==> config.mk <==
export PLATFORM = sky130hd
export DESIGN_NAME = dmx512_slot_receiver_flat
export DESIGN_NICKNAME = d
export VERILOG_FILES = /design/src/hdl/dmx_rx_pkg.sv /design/src/hdl/dmx_rx_if.sv /design/src/hdl/dmx512_slot_receiver.sv /design/src/hdl/dmx_rx_in_stage.sv /design/src/hdl/dmx_rx_fsm.sv /design/src/hdl/dmx_rx_out_stage.sv /design/src/flat_wrapper.sv
export SDC_FILE = /design/constraint.sdc
export NUM_CORES = 1
export LEC_CHECK = 0
export BUFFER_PORTS_ARGS = -buffer_cell sky130_fd_sc_hd__buf_2
export CORE_UTILIZATION = 30
export DETAILED_ROUTE_END_ITERATION = 8
export HOLD_SLACK_MARGIN = 0.05
export REMOVE_ABC_BUFFERS = 1
export SLEW_MARGIN = 20
export SYNTH_ARGS = -nofsm -noshare
export SYNTH_HDL_FRONTEND = slang
export SYNTH_SLANG_ARGS = --single-unit
==> constraint.sdc <==
create_clock -name clk -period 3 [get_ports clk]
set_clock_uncertainty 0.2 [all_clocks]
set_input_delay 0.15 -clock clk [delete_from_list [all_inputs] [get_ports clk]]
set_output_delay 0.15 -clock clk [all_outputs]
set_load 0.01 [all_outputs]
==> src/hdl/dmx_rx_pkg.sv <==
// shared types and constants of the dmx slot receiver
`default_nettype none

package dmx_rx_pkg;

    // number of consecutive slots captured per frame
    localparam int NUM_CHANNELS = 8;

    localparam int ADDR_W = 9;
    localparam int CNT_W  = 10;
    localparam int BYTE_W = 8;

    // one received character
    typedef struct packed {
        logic              break_seen;
        logic [BYTE_W-1:0] data_byte;
    } char_t;

    // one result item
    typedef struct packed {
        logic              capture_valid;
        logic [ADDR_W-1:0] channel_index;
        logic [BYTE_W-1:0] channel_value;
        logic              frame_done;
        logic              activity;
    } slot_t;

    // handshake between the pipeline stages
    typedef struct packed {
        logic valid;
        logic advance;
    } stage_ctrl_t;

endpackage

`default_nettype wire

==> src/hdl/dmx_rx_if.sv <==
// item channels of the dmx slot receiver
`default_nettype none

// received character channel
interface dmx_rx_char_if;
    logic       valid;
    logic       ready;
    logic       break_seen;
    logic [7:0] data_byte;

    modport source (output valid, output break_seen, output data_byte, input ready);
    modport sink (input valid, input break_seen, input data_byte, output ready);
endinterface

// captured slot channel
interface dmx_rx_slot_if;
    logic       valid;
    logic       ready;
    logic       capture_valid;
    logic [8:0] channel_index;
    logic [7:0] channel_value;
    logic       frame_done;
    logic       activity;

    modport source (output valid, output capture_valid, output channel_index,
                    output channel_value, output frame_done, output activity,
                    input ready);
    modport sink (input valid, input capture_valid, input channel_index,
                  input channel_value, input frame_done, input activity,
                  output ready);
endinterface

`default_nettype wire

==> src/hdl/dmx512_slot_receiver.sv <==
// top level of the dmx slot receiver
//
// rx carries one received uart character per item: break_seen (framing
// error, a dmx break) and data_byte. slot carries exactly one result item
// per character: capture_valid, channel_index, channel_value, frame_done
// and activity. cfg_we / cfg_wdata write start_address, the dmx slot number
// of the first captured channel; write it only while no item is in flight.
// A character accepted on rx is held in the input register, then its result
// is loaded into the result register and shows on slot (two register stages).
// Throughput: one item per cycle while slot.ready is high; the frame state is
// updated by short logic between the two registers; items flow without gaps.
// When slot.ready is low the result register holds its item, the input
// register fills, and rx.ready drops until slot drains; nothing is lost.
// Reset (rst_n low, asynchronous) empties both stages, returns the frame
// state to idle with the slot counter at zero and sets start_address to 1.
`default_nettype none

module dmx512_slot_receiver (
    input  wire logic       clk,
    input  wire logic       rst_n,
    input  wire logic       cfg_we,
    input  wire logic [8:0] cfg_wdata,
    dmx_rx_char_if.sink     rx,
    dmx_rx_slot_if.source   slot
);
    import dmx_rx_pkg::*;

    char_t       in_item;
    char_t       held_item;
    slot_t       result;
    slot_t       out_item;
    stage_ctrl_t ctrl;
    logic        out_free;
    logic        advance;

    assign in_item.break_seen = rx.break_seen;
    assign in_item.data_byte  = rx.data_byte;

    // held item moves on when the result register has room
    assign advance = ctrl.valid && out_free;

    dmx_rx_in_stage u_in_stage (
        .clk      (clk),
        .rst_n    (rst_n),
        .in_valid (rx.valid),
        .in_ready (rx.ready),
        .in_item  (in_item),
        .advance  (advance),
        .ctrl     (ctrl),
        .item     (held_item)
    );

    dmx_rx_fsm u_fsm (
        .clk       (clk),
        .rst_n     (rst_n),
        .cfg_we    (cfg_we),
        .cfg_wdata (cfg_wdata),
        .ctrl      (ctrl),
        .item      (held_item),
        .result    (result)
    );

    dmx_rx_out_stage u_out_stage (
        .clk       (clk),
        .rst_n     (rst_n),
        .load      (ctrl.valid),
        .result    (result),
        .free      (out_free),
        .out_valid (slot.valid),
        .out_ready (slot.ready),
        .out_item  (out_item)
    );

    assign slot.capture_valid = out_item.capture_valid;
    assign slot.channel_index = out_item.channel_index;
    assign slot.channel_value = out_item.channel_value;
    assign slot.frame_done    = out_item.frame_done;
    assign slot.activity      = out_item.activity;

endmodule

`default_nettype wire

==> src/hdl/dmx_rx_in_stage.sv <==
// input register stage of the dmx slot receiver
`default_nettype none

module dmx_rx_in_stage (
    input  wire logic                clk,
    input  wire logic                rst_n,
    input  wire logic                in_valid,
    output logic                     in_ready,
    input  wire dmx_rx_pkg::char_t   in_item,
    input  wire logic                advance,
    output dmx_rx_pkg::stage_ctrl_t  ctrl,
    output dmx_rx_pkg::char_t        item
);
    import dmx_rx_pkg::*;

    logic  valid_reg;
    char_t item_reg;

    // take a new item when empty or when the held one moves on
    assign in_ready = !valid_reg || advance;

    always_ff @(posedge clk or negedge rst_n)
    begin
        if (!rst_n)
        begin
            valid_reg <= 1'b0;
        end
        else if (in_ready)
        begin
            valid_reg <= in_valid;
        end
    end

    // payload register
    always_ff @(posedge clk)
    begin
        if (in_ready && in_valid)
        begin
            item_reg <= in_item;
        end
    end

    assign ctrl.valid   = valid_reg;
    assign ctrl.advance = advance;
    assign item         = item_reg;

endmodule

`default_nettype wire

==> src/hdl/dmx_rx_fsm.sv <==
// frame state machine: break, start code, address count and capture
`default_nettype none

module dmx_rx_fsm (
    input  wire logic                    clk,
    input  wire logic                    rst_n,
    input  wire logic                    cfg_we,
    input  wire logic [8:0]              cfg_wdata,
    input  wire dmx_rx_pkg::stage_ctrl_t ctrl,
    input  wire dmx_rx_pkg::char_t       item,
    output dmx_rx_pkg::slot_t            result
);
    import dmx_rx_pkg::*;

    typedef enum logic [1:0] {
        PH_IDLE,
        PH_BREAK,
        PH_COUNT,
        PH_CAPTURE
    } phase_t;

    localparam logic [CNT_W-1:0] LastCount = CNT_W'(NUM_CHANNELS);

    phase_t            phase_reg, phase_next;
    logic [CNT_W-1:0]  count_reg, count_next;
    logic [ADDR_W-1:0] start_reg;
    logic [CNT_W-1:0]  count_dec;
    logic [CNT_W-1:0]  count_inc;

    assign count_dec = count_reg - 1'b1;
    assign count_inc = count_reg + 1'b1;

    // next state and result for the held item
    always_comb
    begin
        phase_next = phase_reg;
        count_next = count_reg;
        result     = '0;
        if (item.break_seen)
        begin
            count_next = {1'b0, start_reg};
            phase_next = PH_BREAK;
        end
        else
        begin
            case (phase_reg)
                PH_BREAK:
                begin
                    phase_next = (item.data_byte == '0) ? PH_COUNT : PH_IDLE;
                end
                PH_COUNT:
                begin
                    result.activity = 1'b1;
                    count_next      = count_dec;
                    if (count_dec == '0)
                    begin
                        count_next           = CNT_W'(1);
                        result.capture_valid = 1'b1;
                        result.channel_value = item.data_byte;
                        phase_next           = PH_CAPTURE;
                    end
                end
                PH_CAPTURE:
                begin
                    result.capture_valid = 1'b1;
                    result.channel_index = count_reg[ADDR_W-1:0];
                    result.channel_value = item.data_byte;
                    count_next           = count_inc;
                    if (count_inc >= LastCount)
                    begin
                        result.frame_done = 1'b1;
                        phase_next        = PH_IDLE;
                    end
                end
                default:
                begin
                    phase_next = phase_reg;
                end
            endcase
        end
    end

    // state and start address register
    always_ff @(posedge clk or negedge rst_n)
    begin
        if (!rst_n)
        begin
            phase_reg <= PH_IDLE;
            count_reg <= '0;
            start_reg <= ADDR_W'(1);
        end
        else
        begin
            if (cfg_we)
            begin
                start_reg <= cfg_wdata;
            end
            if (ctrl.valid && ctrl.advance)
            begin
                phase_reg <= phase_next;
                count_reg <= count_next;
            end
        end
    end

endmodule

`default_nettype wire

==> src/hdl/dmx_rx_out_stage.sv <==
// result register stage of the dmx slot receiver
`default_nettype none

module dmx_rx_out_stage (
    input  wire logic              clk,
    input  wire logic              rst_n,
    input  wire logic              load,
    input  wire dmx_rx_pkg::slot_t result,
    output logic                   free,
    output logic                   out_valid,
    input  wire logic              out_ready,
    output dmx_rx_pkg::slot_t      out_item
);
    import dmx_rx_pkg::*;

    logic  valid_reg;
    slot_t item_reg;

    // room for a result when empty or being taken this cycle
    assign free = !valid_reg || out_ready;

    always_ff @(posedge clk or negedge rst_n)
    begin
        if (!rst_n)
        begin
            valid_reg <= 1'b0;
        end
        else if (free)
        begin
            valid_reg <= load;
        end
    end

    // payload register
    always_ff @(posedge clk)
    begin
        if (free && load)
        begin
            item_reg <= result;
        end
    end

    assign out_valid = valid_reg;
    assign out_item  = item_reg;

endmodule

`default_nettype wire

==> src/flat_wrapper.sv <==
// flat-port wrapper written by rule: the top's interface ports become plain ports
module dmx512_slot_receiver_flat import dmx_rx_pkg::*;
  (clk, rst_n, cfg_we, cfg_wdata, rx_valid, rx_break_seen, rx_data_byte, rx_ready, slot_valid, slot_capture_valid, slot_channel_index, slot_channel_value, slot_frame_done, slot_activity, slot_ready);
  dmx_rx_char_if rx_i ();
  dmx_rx_slot_if slot_i ();
  input  wire logic clk;
  input  wire logic rst_n;
  input  wire logic cfg_we;
  input  wire logic [8:0] cfg_wdata;
  input wire logic [$bits(rx_i.valid)-1:0] rx_valid;
  input wire logic [$bits(rx_i.break_seen)-1:0] rx_break_seen;
  input wire logic [$bits(rx_i.data_byte)-1:0] rx_data_byte;
  output wire logic [$bits(rx_i.ready)-1:0] rx_ready;
  output wire logic [$bits(slot_i.valid)-1:0] slot_valid;
  output wire logic [$bits(slot_i.capture_valid)-1:0] slot_capture_valid;
  output wire logic [$bits(slot_i.channel_index)-1:0] slot_channel_index;
  output wire logic [$bits(slot_i.channel_value)-1:0] slot_channel_value;
  output wire logic [$bits(slot_i.frame_done)-1:0] slot_frame_done;
  output wire logic [$bits(slot_i.activity)-1:0] slot_activity;
  input wire logic [$bits(slot_i.ready)-1:0] slot_ready;
  assign rx_i.valid = rx_valid;
  assign rx_i.break_seen = rx_break_seen;
  assign rx_i.data_byte = rx_data_byte;
  assign rx_ready = rx_i.ready;
  assign slot_valid = slot_i.valid;
  assign slot_capture_valid = slot_i.capture_valid;
  assign slot_channel_index = slot_i.channel_index;
  assign slot_channel_value = slot_i.channel_value;
  assign slot_frame_done = slot_i.frame_done;
  assign slot_activity = slot_i.activity;
  assign slot_i.ready = slot_ready;
  dmx512_slot_receiver u_core (.clk(clk), .rst_n(rst_n), .cfg_we(cfg_we), .cfg_wdata(cfg_wdata), .rx(rx_i), .slot(slot_i));
endmodule
==> flow_summary.yaml, run 1 <==
detailed_routing:
  post_drt_wl_per_cell_microns: 14.63
  drt-total-wl_microns: 6073
  drt-vias-per-instance: 5.157
  dr.first_iter.drc_count: 151
  ant_nets: 0
  firstDrtPassIters: 4
  via_count: 2140
  drc_errors: 0
floorplan:
  fp.coreArea_sq_mm: 0.008763
  die_h_microns: 97.51
  die_w_microns: 97.51
  io_pins: 45
  die_area_sq_mm: 0.009507
  start_util: 0.3123
  fp-row-count: 34
layout:
  finalNonFillerCells: 415
  finalNetCount: 332
  design_area_sq_mm: 0.003322
  largest_reg_flops: 20
  area_growth_pct: 21.40
  antenna_cells: 0
  drive_gt1_frac: 0.2410
  utilization: 0.3791
sta:
  setup_tns_ns: 0
  final-max-slew-violation-count: 0
  tightest_slew_ns: 0.6661
  hold_violations: 0
  min_period_ns: 2.647
  period_share: 0.8825
  holdWs_ns: 0.06009
  max_freq_mhz: 377.7
  relSlewSlack: 0.5543
  grt_setup_unrepaired: "false"
  setup_slack_ns: 0.3526
  setup_viol: 0
synthesis:
  yosys_warnings: 0
  ys.flop_type: "edfxtp_1"
  yosysSeqAreaShare: 0.5290
  syn_area_per_cell_sq_um: 10.95
  async_flop_share: 0.4423
  synthCells: 250
  synth_enable_flop_cells: 29
  ys_types: 59
  synth_seq_cells: 52
  syn_area_sq_mm: 0.002736
placement:
  dpl-instance-area_sq_mm: 0.003010
  portBuffers: 44
  place_congestion: 0.8253
  dp.final_hpwl_microns: 4245
  dp.cells: 385
  place_ws_ns: 0.3724
clock_network:
  worstSkewPairLatency_ns: 0.31
  cts_buffers: 5
  root_buffer: "clkbuf_8"
  htree_levels: 2
  cts_sinks: 52
  cts_tree: "yes"
  cts_buffer_depth: 2
  clkTransAtPathRegs_ns: 0.10
critical_path:
  rr_startpoint: "u_core.u_fsm.count_reg[0]"
  ff2ff_path_depth: 7
  critPathCaptureType: "register"
  crit_path_start: "u_core.u_fsm.count_reg[0]"
  start_kind: "register"
  crit_fanout: 11
  r2r_slack_ns: 0.35
  crit_arrival_ns: 2.62
  rr_endpoint: "u_core.u_out_stage.out_item[6]"
  critPathKind: "register to register"
  required_ns: 2.97
global_route:
  grt.total_usage: 0.1369
  grt_pass1_wl_microns: 10490
  overflow: 0
  grt_pass1_vias: 2082
  grt_max_degree: 25
  antenna_found_initial: 0
power:
  p_leak_nw: 1.268
  peakVddDrop_mv: 0.2058
  cellPowerDensity_mw_per_mm2: 568.0
  total_power_mw: 1.887
flow_run:
  max_cap_viol_count: 0
worst_hold_path:
  hold_path.class: "input port to register"
  min_to: "u_core.u_fsm.start_reg[1]"
  hp-start: "cfg_we"
  hold_depth: 2
run_status:
  status: "finished, final reports clean"
synth_stat cells (2+ instances only):
cell / count / area [sq um]
o31ai_1: 2 / 15.01
inv_1: 5 / 18.77
o32ai_1: 2 / 17.52
o21ai_1: 3 / 15.01
nand2b_1: 4 / 25.02
o21a_1: 2 / 15.01
xnor2_1: 5 / 43.79
buf_2: 8 / 40.04
o21ai_0: 11 / 55.05
nor4_1: 6 / 37.54
a21oi_1: 4 / 20.02
dfrtp_1: 22 / 550.5
nand4_1: 4 / 25.02
nand3_1: 12 / 60.06
nor2b_1: 5 / 31.28
mux2_2: 9 / 101.4
nor2_1: 23 / 86.33
a31oi_1: 2 / 12.51
and3_1: 2 / 12.51
ha_1: 3 / 37.54
o2bb2ai_1: 4 / 35.03
nor3b_1: 2 / 15.01
a22oi_1: 5 / 37.54
or3_1: 2 / 12.51
nand3b_1: 2 / 15.01
buf_1: 2 / 7.510
edfxtp_1: 29 / 870.8
a311o_1: 2 / 20.02
nor3_1: 4 / 20.02
buf_6: 2 / 22.52
nand2_1: 21 / 78.83
clkbuf_1: 7 / 26.28
and2_1: 8 / 50.05
placed cells by master (no fill, tap or decap), types with 5 or more instances in the layout:
master	instances
nor2b_1	5
inv_1	5
nand3_1	12
edfxtp_1	29
buf_2	44
nor2_1	23
mux2_2	9
nor4_1	6
nand2_1	21
xnor2_1	5
a22oi_1	5
o21ai_0	11
dfrtp_1	22
and2_1	8
clkbuf_8	5
dlygate4sd3_1	22
critical path: stages, from the launching register on:
cell and delay [ns]:
dfrtp_1 0.54, inv_1 0.15, ha_1 0.35, o21bai_1 0.22, a311o_1 0.32, a32oi_1 0.38
a31oi_4 0.20, nor2_1 0.15
layer usage:
layer  track usage  part of all wire  vias to the layer above
met5             0                 0                        -
met4       0.04977             0.013                        0
met3       0.02878             0.060                        8
met2        0.2093              0.46                       66
met1        0.1907              0.46                     1028
li1              -                 -                     1038
cell families after synthesis:
family / count (synthesis) / synth area share
AND/OR/NAND/NOR: 101 / 0.1966
XOR/XNOR: 5 / 0.01600
adder cells (fa/ha/maj): 3 / 0.01372
buffers and inverters: 25 / 0.04481
flip-flops: 52 / 0.5290
multiplexers: 10 / 0.04070
AO/OA/AOI/OAI: 54 / 0.1591
how the worst max path moves through the flow:
stage                                                 end  cells after the start  slack [ns]
after global routing       u_core.u_out_stage.out_item[6]                      7        0.12
after detailed placement   u_core.u_out_stage.out_item[6]                      7        0.37
after CTS                  u_core.u_out_stage.out_item[6]                      7        0.34
final                      u_core.u_out_stage.out_item[6]                      7        0.35
after floorplan                 u_core.u_fsm.count_reg[1]                      7        0.67
after global placement    u_core.u_out_stage.out_item[19]                      7        0.46
power breakdown:
group	leakage, nW	switching (mW)	internal [mW]	total, mW
registers	0.563	0.158	0.833	0.991
logic	0.657	0.254	0.228	0.482
clock network	0.0485	0.246	0.168	0.414
final cells by class:
type	count	area [sq um]
Clock buffer	5	68.82
Clock inverter	3	22.52
Timing Repair Buffer	69	462.9
Multi-Input combinational cell	173	1166
Tap cell	108	135.1
Fill cell	870	5441
Inverter	5	18.77
Sequential cell	52	1448
timing repair:
action,4_1_cts,5_1_grt
endpoints found under the hold margin,43,0
hold buffers,22,0
gates resized for setup,0,0
buffers inserted,0,0
No activity file was read; power rests on OpenSTA's default activity.
==> run 2: changes to the inputs <==
--- a/config.mk
+++ b/config.mk
@@ -5,10 +5,12 @@
 export SDC_FILE = /design/constraint.sdc
 export NUM_CORES = 1
 export LEC_CHECK = 0
+export ABC_AREA = 1
 export BUFFER_PORTS_ARGS = -buffer_cell sky130_fd_sc_hd__buf_2
 export CORE_UTILIZATION = 30
 export DETAILED_ROUTE_END_ITERATION = 8
 export HOLD_SLACK_MARGIN = 0.05
+export PLACE_DENSITY = 0.59
 export REMOVE_ABC_BUFFERS = 1
 export SLEW_MARGIN = 20
 export SYNTH_ARGS = -nofsm -noshare
==> run 2 against run 1 <==
  * Clock power rose by 2%
  * Sequential power barely moved
  * Cell count rose by 15%
  * Count of clock-buffer cells in the layout did not move
  * Area after synthesis fell by 5.3%
  * Largest power group unchanged
  * Flip-flop and latch count did not move
  * Non-clock buffer count rose by 9
  * First-iteration DRC count rose by 36%
  * Critical path type unchanged
  * Cell area rose by 0.56%
==> flow_summary.yaml, run 2 <==
floorplan:
  fp-row-count: 33
  start_util: 0.3121
  fp.coreArea_sq_mm: 0.008299
  die_h_microns: 94.92
  die_w_microns: 94.92
  io_pins: 45
  die_area_sq_mm: 0.009009
sta:
  relSlewSlack: 0.6539
  tightest_slew_ns: 0.5191
  min_period_ns: 2.366
  period_share: 0.7888
  hold_violations: 0
  setup_viol: 0
  setup_tns_ns: 0
  grt_setup_unrepaired: "false"
  max_freq_mhz: 422.6
  final-max-slew-violation-count: 0
clock_network:
  post_cts_resized: 0
  worstSkewPairLatency_ns: 0.31
  cts_buffer_depth: 2
  cts_buffers: 5
  cts_tree: "yes"
  root_buffer: "clkbuf_8"
  cts_sinks: 52
  cts_setup_buffers: 0
  htree_levels: 2
  clkTransAtPathRegs_ns: 0.11
synthesis:
  syn_area_sq_mm: 0.002590
  ys_types: 31
  synthTopCellsByCount: "nand2_1, nor2_1, inv_1"
  async_flop_share: 0.4423
  yosysTopAreaCell: "edfxtp_1"
  synth_top_area_share: 0.3362
  synth_compound_gate_area_share: 0.09082
  synth_enable_flop_cells: 29
  synth_top_family_by_area: "simple AND/OR/NAND/NOR gates"
  synth_xor_area_frac: 0.01014
  synth_fa_ha_area_frac: 0.01449
  yosysSeqAreaShare: 0.5589
  syn_area_per_cell_sq_um: 8.840
  synthMuxAreaShare: 0.01739
  synthCells: 293
  synth.most_common_cell: "nand2_1"
  ys.flop_type: "edfxtp_1"
  yosys.area_share.simple: 0.2372
  synth_seq_cells: 52
  yosys_warnings: 0
  synthTopCellsByArea: "edfxtp_1, dfrtp_1, nand2_1, nor2_1, inv_1"
layout:
  utilization: 0.4025
  final_common_cell: "nand2_1"
  largest_reg_flops: 20
  area_growth_pct: 28.99
  n_fill_cell: 850
  drive_gt1_frac: 0.1769
  mostFrequentLayoutCells: "nand2_1, buf_2, nor2_1"
  finalNetCount: 398
  antenna_cells: 0
critical_path:
  crit_fanout: 9
  start_kind: "register"
  critPathKind: "register to register"
  ff2ff_path_depth: 12
  critPathCaptureType: "register"
  crit_arrival_ns: 2.33
  rr_endpoint: "u_core.u_out_stage.out_item[8]"
  required_ns: 2.96
  r2r_slack_ns: 0.63
  rr_startpoint: "u_core.u_fsm.count_reg[0]"
detailed_routing:
  dr.first_iter.drc_count: 205
  drt-total-wl_microns: 5809
  via_count: 2161
  drt-vias-per-instance: 4.521
  post_drt_wl_per_cell_microns: 12.15
  firstDrtPassIters: 4
  drc_errors: 0
  ant_nets: 0
global_route:
  antenna_found_initial: 0
  grt_pass1_vias: 1969
  grt_pass1_wl_microns: 9280
  grt.total_usage: 0.1359
  grt_max_degree: 24
  overflow: 0
flow_run:
  max_cap_viol_count: 0
power:
  p_leak_nw: 1.522
  peakVddDrop_mv: 0.2775
  cellPowerDensity_mw_per_mm2: 630.7
run_status:
  status: "finished, final reports clean"
placement:
  dp.final_hpwl_microns: 4234
  place_congestion: 0.9396
  portBuffers: 44
worst_hold_path:
  hp-start: "cfg_we"
  hold_depth: 2
  min_to: "u_core.u_fsm.start_reg[2]"
  hold_path.class: "input port to register"
[run 2: cell types whose count changed in the layout (fill, tap and decap cells not counted), moves of 8 or more]
cell	before	now
dlygate4sd3_1	22	33
o21ai_0	11	25
nand2_1	21	68
inv_1	5	37
nor2_1	23	41
and2_1	8	0
nand3_1	12	22
[run 2: worst max-delay path: stages, from the launching register on]
cell	delay (ns)
dfrtp_1	0.50
inv_2	0.18
ha_1	0.23
nand2_1	0.07
nor2_1	0.16
nand3_1	0.09
nand2_1	0.13
nand3_1	0.08
nor2_1	0.10
nand2_1	0.13
nand2_2	0.10
nand3_4	0.12
nor2_1	0.14
[run 2: cells by family (layout without fill, tap and decap cells)]
family | count (synthesis) | in the layout
buf+inv | 46 | 126
simple gates | 144 | 144
flops | 52 | 52
mux | 4 | 4
compound gates | 41 | 41
xor+xnor | 3 | 3
fa+ha+maj | 3 | 3
[run 2: where the power goes]
group          switching, mW  internal, mW
Sequential             0.129         0.877
Combinational          0.437         0.243
Clock                  0.250         0.171
[run 2: layer usage]
| layer | vias up | routed length (microns) | global-route usage | part of all wire |
|---|---|---|---|---|
| met5 | - | 0 | 0 | 0 |
| met4 | 0 | 112 | 0.05303 | 0.019 |
| met3 | 9 | 275 | 0.01932 | 0.047 |
| met2 | 66 | 2545 | 0.2104 | 0.44 |
| met1 | 964 | 2876 | 0.1910 | 0.50 |
| li1 | 1122 | - | - | - |
[run 2: layout make-up]
type                       count  area (sq um)  share of cell area
sequential                    52          1448              0.4333
inverter                      40         150.1             0.04494
tap                          105         131.4             0.03933
multi-input combinational    195         958.4              0.2869
timing repair buffer          78         558.0              0.1670
clock buffer                   5         68.82             0.02060
clock inverter                 3         26.28            0.007865
[run 2: what timing repair did]
| action | CTS | global route |
|---|---|---|
| hold endpoints to repair | 43 | 0 |
| hold buffers | 33 | 0 |
| endpoints found under the setup margin | 0 | 0 |
[run 2: stage by stage]
stage / hold slack [ns] / instances / total power [mW] / instance area, sq um / setup WS, ns
6_report: 0.07996 / 478 / 2.107 / 3341 / 0.6336
5_1_grt: 0.09808 / 478 / 2.259 / 3341 / 0.4392
4_1_cts: 0.08646 / 478 / 2.111 / 3341 / 0.6458
3_5_place_dp: -0.03654 / 437 / 1.651 / 2915 / 0.7016
3_3_place_gp: -0.04287 / 437 / 1.659 / 2915 / 0.7066
2_1_floorplan: -0.3456 / 287 / 1.443 / 2556 / 0.7918
[run 2: how the worst max path moves through the flow]
stage	from	endpoint	cells after the start
global placement	u_core.u_fsm.count_reg[0]	u_core.u_out_stage.out_item[4]	12
finish	u_core.u_fsm.count_reg[0]	u_core.u_out_stage.out_item[8]	12
CTS	u_core.u_fsm.count_reg[0]	u_core.u_out_stage.out_item[8]	12
global route	u_core.u_fsm.count_reg[0]	u_core.u_out_stage.out_item[8]	12
floorplan	u_core.u_out_stage.out_valid	u_core.u_fsm.count_reg[4]	8
detailed placement	u_core.u_fsm.count_reg[0]	u_core.u_out_stage.out_item[8]	12
==> run 3: changes to the inputs <==
==> constraint.sdc (replaced) <==
create_clock -name clk -period 2.3 [get_ports clk]
set_clock_uncertainty 0.2 [all_clocks]
set_input_delay 0.115 -clock clk [delete_from_list [all_inputs] [get_ports clk]]
set_output_delay 0.115 -clock clk [all_outputs]
set_load 0.01 [all_outputs]
==> run 3 against run 2 <==
  * Cell count grew 1.5%
  * Worst hold slack worse by 0.016 ns
  * Critical endpoint unchanged
  * Sequential share of layout area fell by 0.96 points
  * Sequential power is 30% higher
  * Global-route usage is 0.41 points higher
  * Utilization grew 0.98 points
  * Power rose by 35%
  * Wire length is 1.8% higher
==> flow_summary.yaml, run 3 (synthesis results as in run 2) <==
run_status:
  status: "finished, final reports clean"
critical_path:
  critPathCaptureType: "register"
  slowest_delay_ns: 0.47
  r2r_slack_ns: 0.17
  rr_startpoint: "u_core.u_fsm.count_reg[1]"
  crit_fanout: 9
  critical-path-slowest-cell: "dfrtp_2"
  path_delay_family: "simple AND/OR/NAND/NOR gates"
  ff2ff_path_depth: 12
  critPathKind: "register to register"
  rr_endpoint: "u_core.u_out_stage.out_item[8]"
  crit_chain: "inv_2 > ha_4 > nand2_1 > nor2_2 > nand3_1 > nand2_1 > nand3_1 > nor2_2 > nand2_2 > nand2_2 > nand3_4 > nor2_1"
  crit_buf_inv: 1
  crit_arrival_ns: 2.10
  required_ns: 2.27
  start_kind: "register"
detailed_routing:
  post_drt_wl_per_cell_microns: 12.19
  dr.first_iter.drc_count: 148
  drt-vias-per-instance: 4.565
  drc_errors: 0
  drt-total-wl_microns: 5913
  via_count: 2214
  firstDrtPassIters: 4
  ant_nets: 0
sta:
  period_share: 0.9281
  hold_violations: 0
  relSlewSlack: 0.6544
  max_freq_mhz: 468.4
  grt_setup_unrepaired: "false"
  setup_viol: 0
  final-max-slew-violation-count: 0
  tightest_slew_ns: 0.5184
  min_period_ns: 2.135
  setup_tns_ns: 0
floorplan:
  start_util: 0.3121
  die_area_sq_mm: 0.009009
  die_w_microns: 94.92
  fp-row-count: 33
  fp.coreArea_sq_mm: 0.008299
  io_pins: 45
  die_h_microns: 94.92
flow_run:
  max_cap_viol_count: 0
clock_network:
  cts_tree: "yes"
  worstSkewPairLatency_ns: 0.31
  cts_sinks: 52
  cts_buffer_depth: 2
  root_buffer: "clkbuf_8"
  clkTransAtPathRegs_ns: 0.10
  htree_levels: 2
  cts_buffers: 5
power:
  p_leak_nw: 1.552
  cellPowerDensity_mw_per_mm2: 831.6
  peakVddDrop_mv: 0.3509
  intPower_mw: 1.742
  seqPwrFrac: 0.459
  switching_share: 0.3877
  power_switching_mw: 1.103
  power_frac_comb: 0.348
  clockPowerShare: 0.193
placement:
  dp.final_hpwl_microns: 4240
  portBuffers: 44
  dpl-instance-area_sq_mm: 0.002938
  place_congestion: 0.8357
global_route:
  grt_pass1_wl_microns: 9618
  overflow: 0
  antenna_found_initial: 0
  grt_pass1_vias: 2024
  grt.total_usage: 0.1400
  grt_max_degree: 24
layout:
  largest_reg_flops: 20
  n_fill_cell: 833
  final_common_cell: "nand2_1"
  mostFrequentLayoutCells: "nand2_1, buf_2, nor2_1"
  area_growth_pct: 32.13
  design_area_sq_mm: 0.003422
  antenna_cells: 0
  drive_gt1_frac: 0.2158
  finalNetCount: 405
worst_hold_path:
  hold_depth: 2
  hp-start: "cfg_we"
  hold_path.class: "input port to register"
  min_to: "u_core.u_fsm.start_reg[7]"
run 3: changes by cell type in the layout (fill, tap and decap cells not counted), moves of 2 or more:
cell,previous run,this run
inv_2,2,4
nor2_1,41,37
buf_4,1,7
dfrtp_2,0,2
nor2_2,1,5
dfrtp_1,22,20
clkinv_4,2,0
run 3: final cells by class:
class                           instances  area (sq um)  share of cell area
Clock buffer                            5         68.82             0.02011
Clock inverter                          3         25.02            0.007313
Inverter                               40         150.1             0.04388
Multi-Input combinational cell        195         983.4              0.2874
Sequential cell                        52          1450              0.4238
Tap cell                              105         131.4             0.03839
Timing Repair Buffer                   85         613.1              0.1792
run 3: worst max-delay path by stage:
stage,to,startpoint,slack (ns),cells after the start
2_1_floorplan,u_core.u_fsm.count_reg[4],u_core.u_out_stage.out_valid,0.09,8
3_3_place_gp,u_core.u_out_stage.out_item[4],u_core.u_fsm.count_reg[0],0.06,12
3_5_place_dp,u_core.u_out_stage.out_item[8],u_core.u_fsm.count_reg[1],0.01,12
4_1_cts,u_core.u_out_stage.out_item[8],u_core.u_fsm.count_reg[1],0.02,12
5_1_grt,u_core.u_fsm.phase_reg[1],u_core.u_fsm.count_reg[0],0.01,12
6_report,u_core.u_out_stage.out_item[8],u_core.u_fsm.count_reg[1],0.17,12
run 3: per-layer routing:
| layer | up-vias | GRT usage | share of wire |
|---|---|---|---|
| met5 | - | 0 | 0 |
| li1 | 1142 | - | - |
| met4 | 0 | 0.05556 | 0.024 |
| met1 | 1007 | 0.1974 | 0.49 |
| met2 | 56 | 0.2134 | 0.45 |
| met3 | 9 | 0.02254 | 0.045 |
run 3: power groups by stage:
stage / Combinational (mW) / Sequential [mW] / Clock (mW)
final: 0.990 / 1.31 / 0.549
after global routing: 1.11 / 1.33 / 0.592
after detailed placement: 0.853 / 1.32 / 0
after floorplan: 0.572 / 1.31 / 0
after global placement: 0.861 / 1.32 / 0
after CTS: 0.913 / 1.31 / 0.567
run 3: per-stage QoR:
stage            util  hold WS, ns  total power [mW]  worst slack [ns]  instances
6_report       0.4123      0.06433             2.846            0.1653        485
5_1_grt        0.4123      0.07560             3.032           0.01487        485
4_1_cts        0.4068      0.06433             2.786           0.01625        482
3_5_place_dp   0.3540     -0.07709             2.176           0.01071        440
3_3_place_gp   0.3540     -0.07349             2.185           0.06067        440
2_1_floorplan       -      -0.3806             1.883           0.09180        287
run 3: what timing repair did:
action / CTS / global route
resized for setup: 2 / 9
hold buffers: 34 / 0
setup buffers: 0 / 3
endpoints found under the hold margin: 43 / 0
endpoints found under the setup margin: 4 / 15
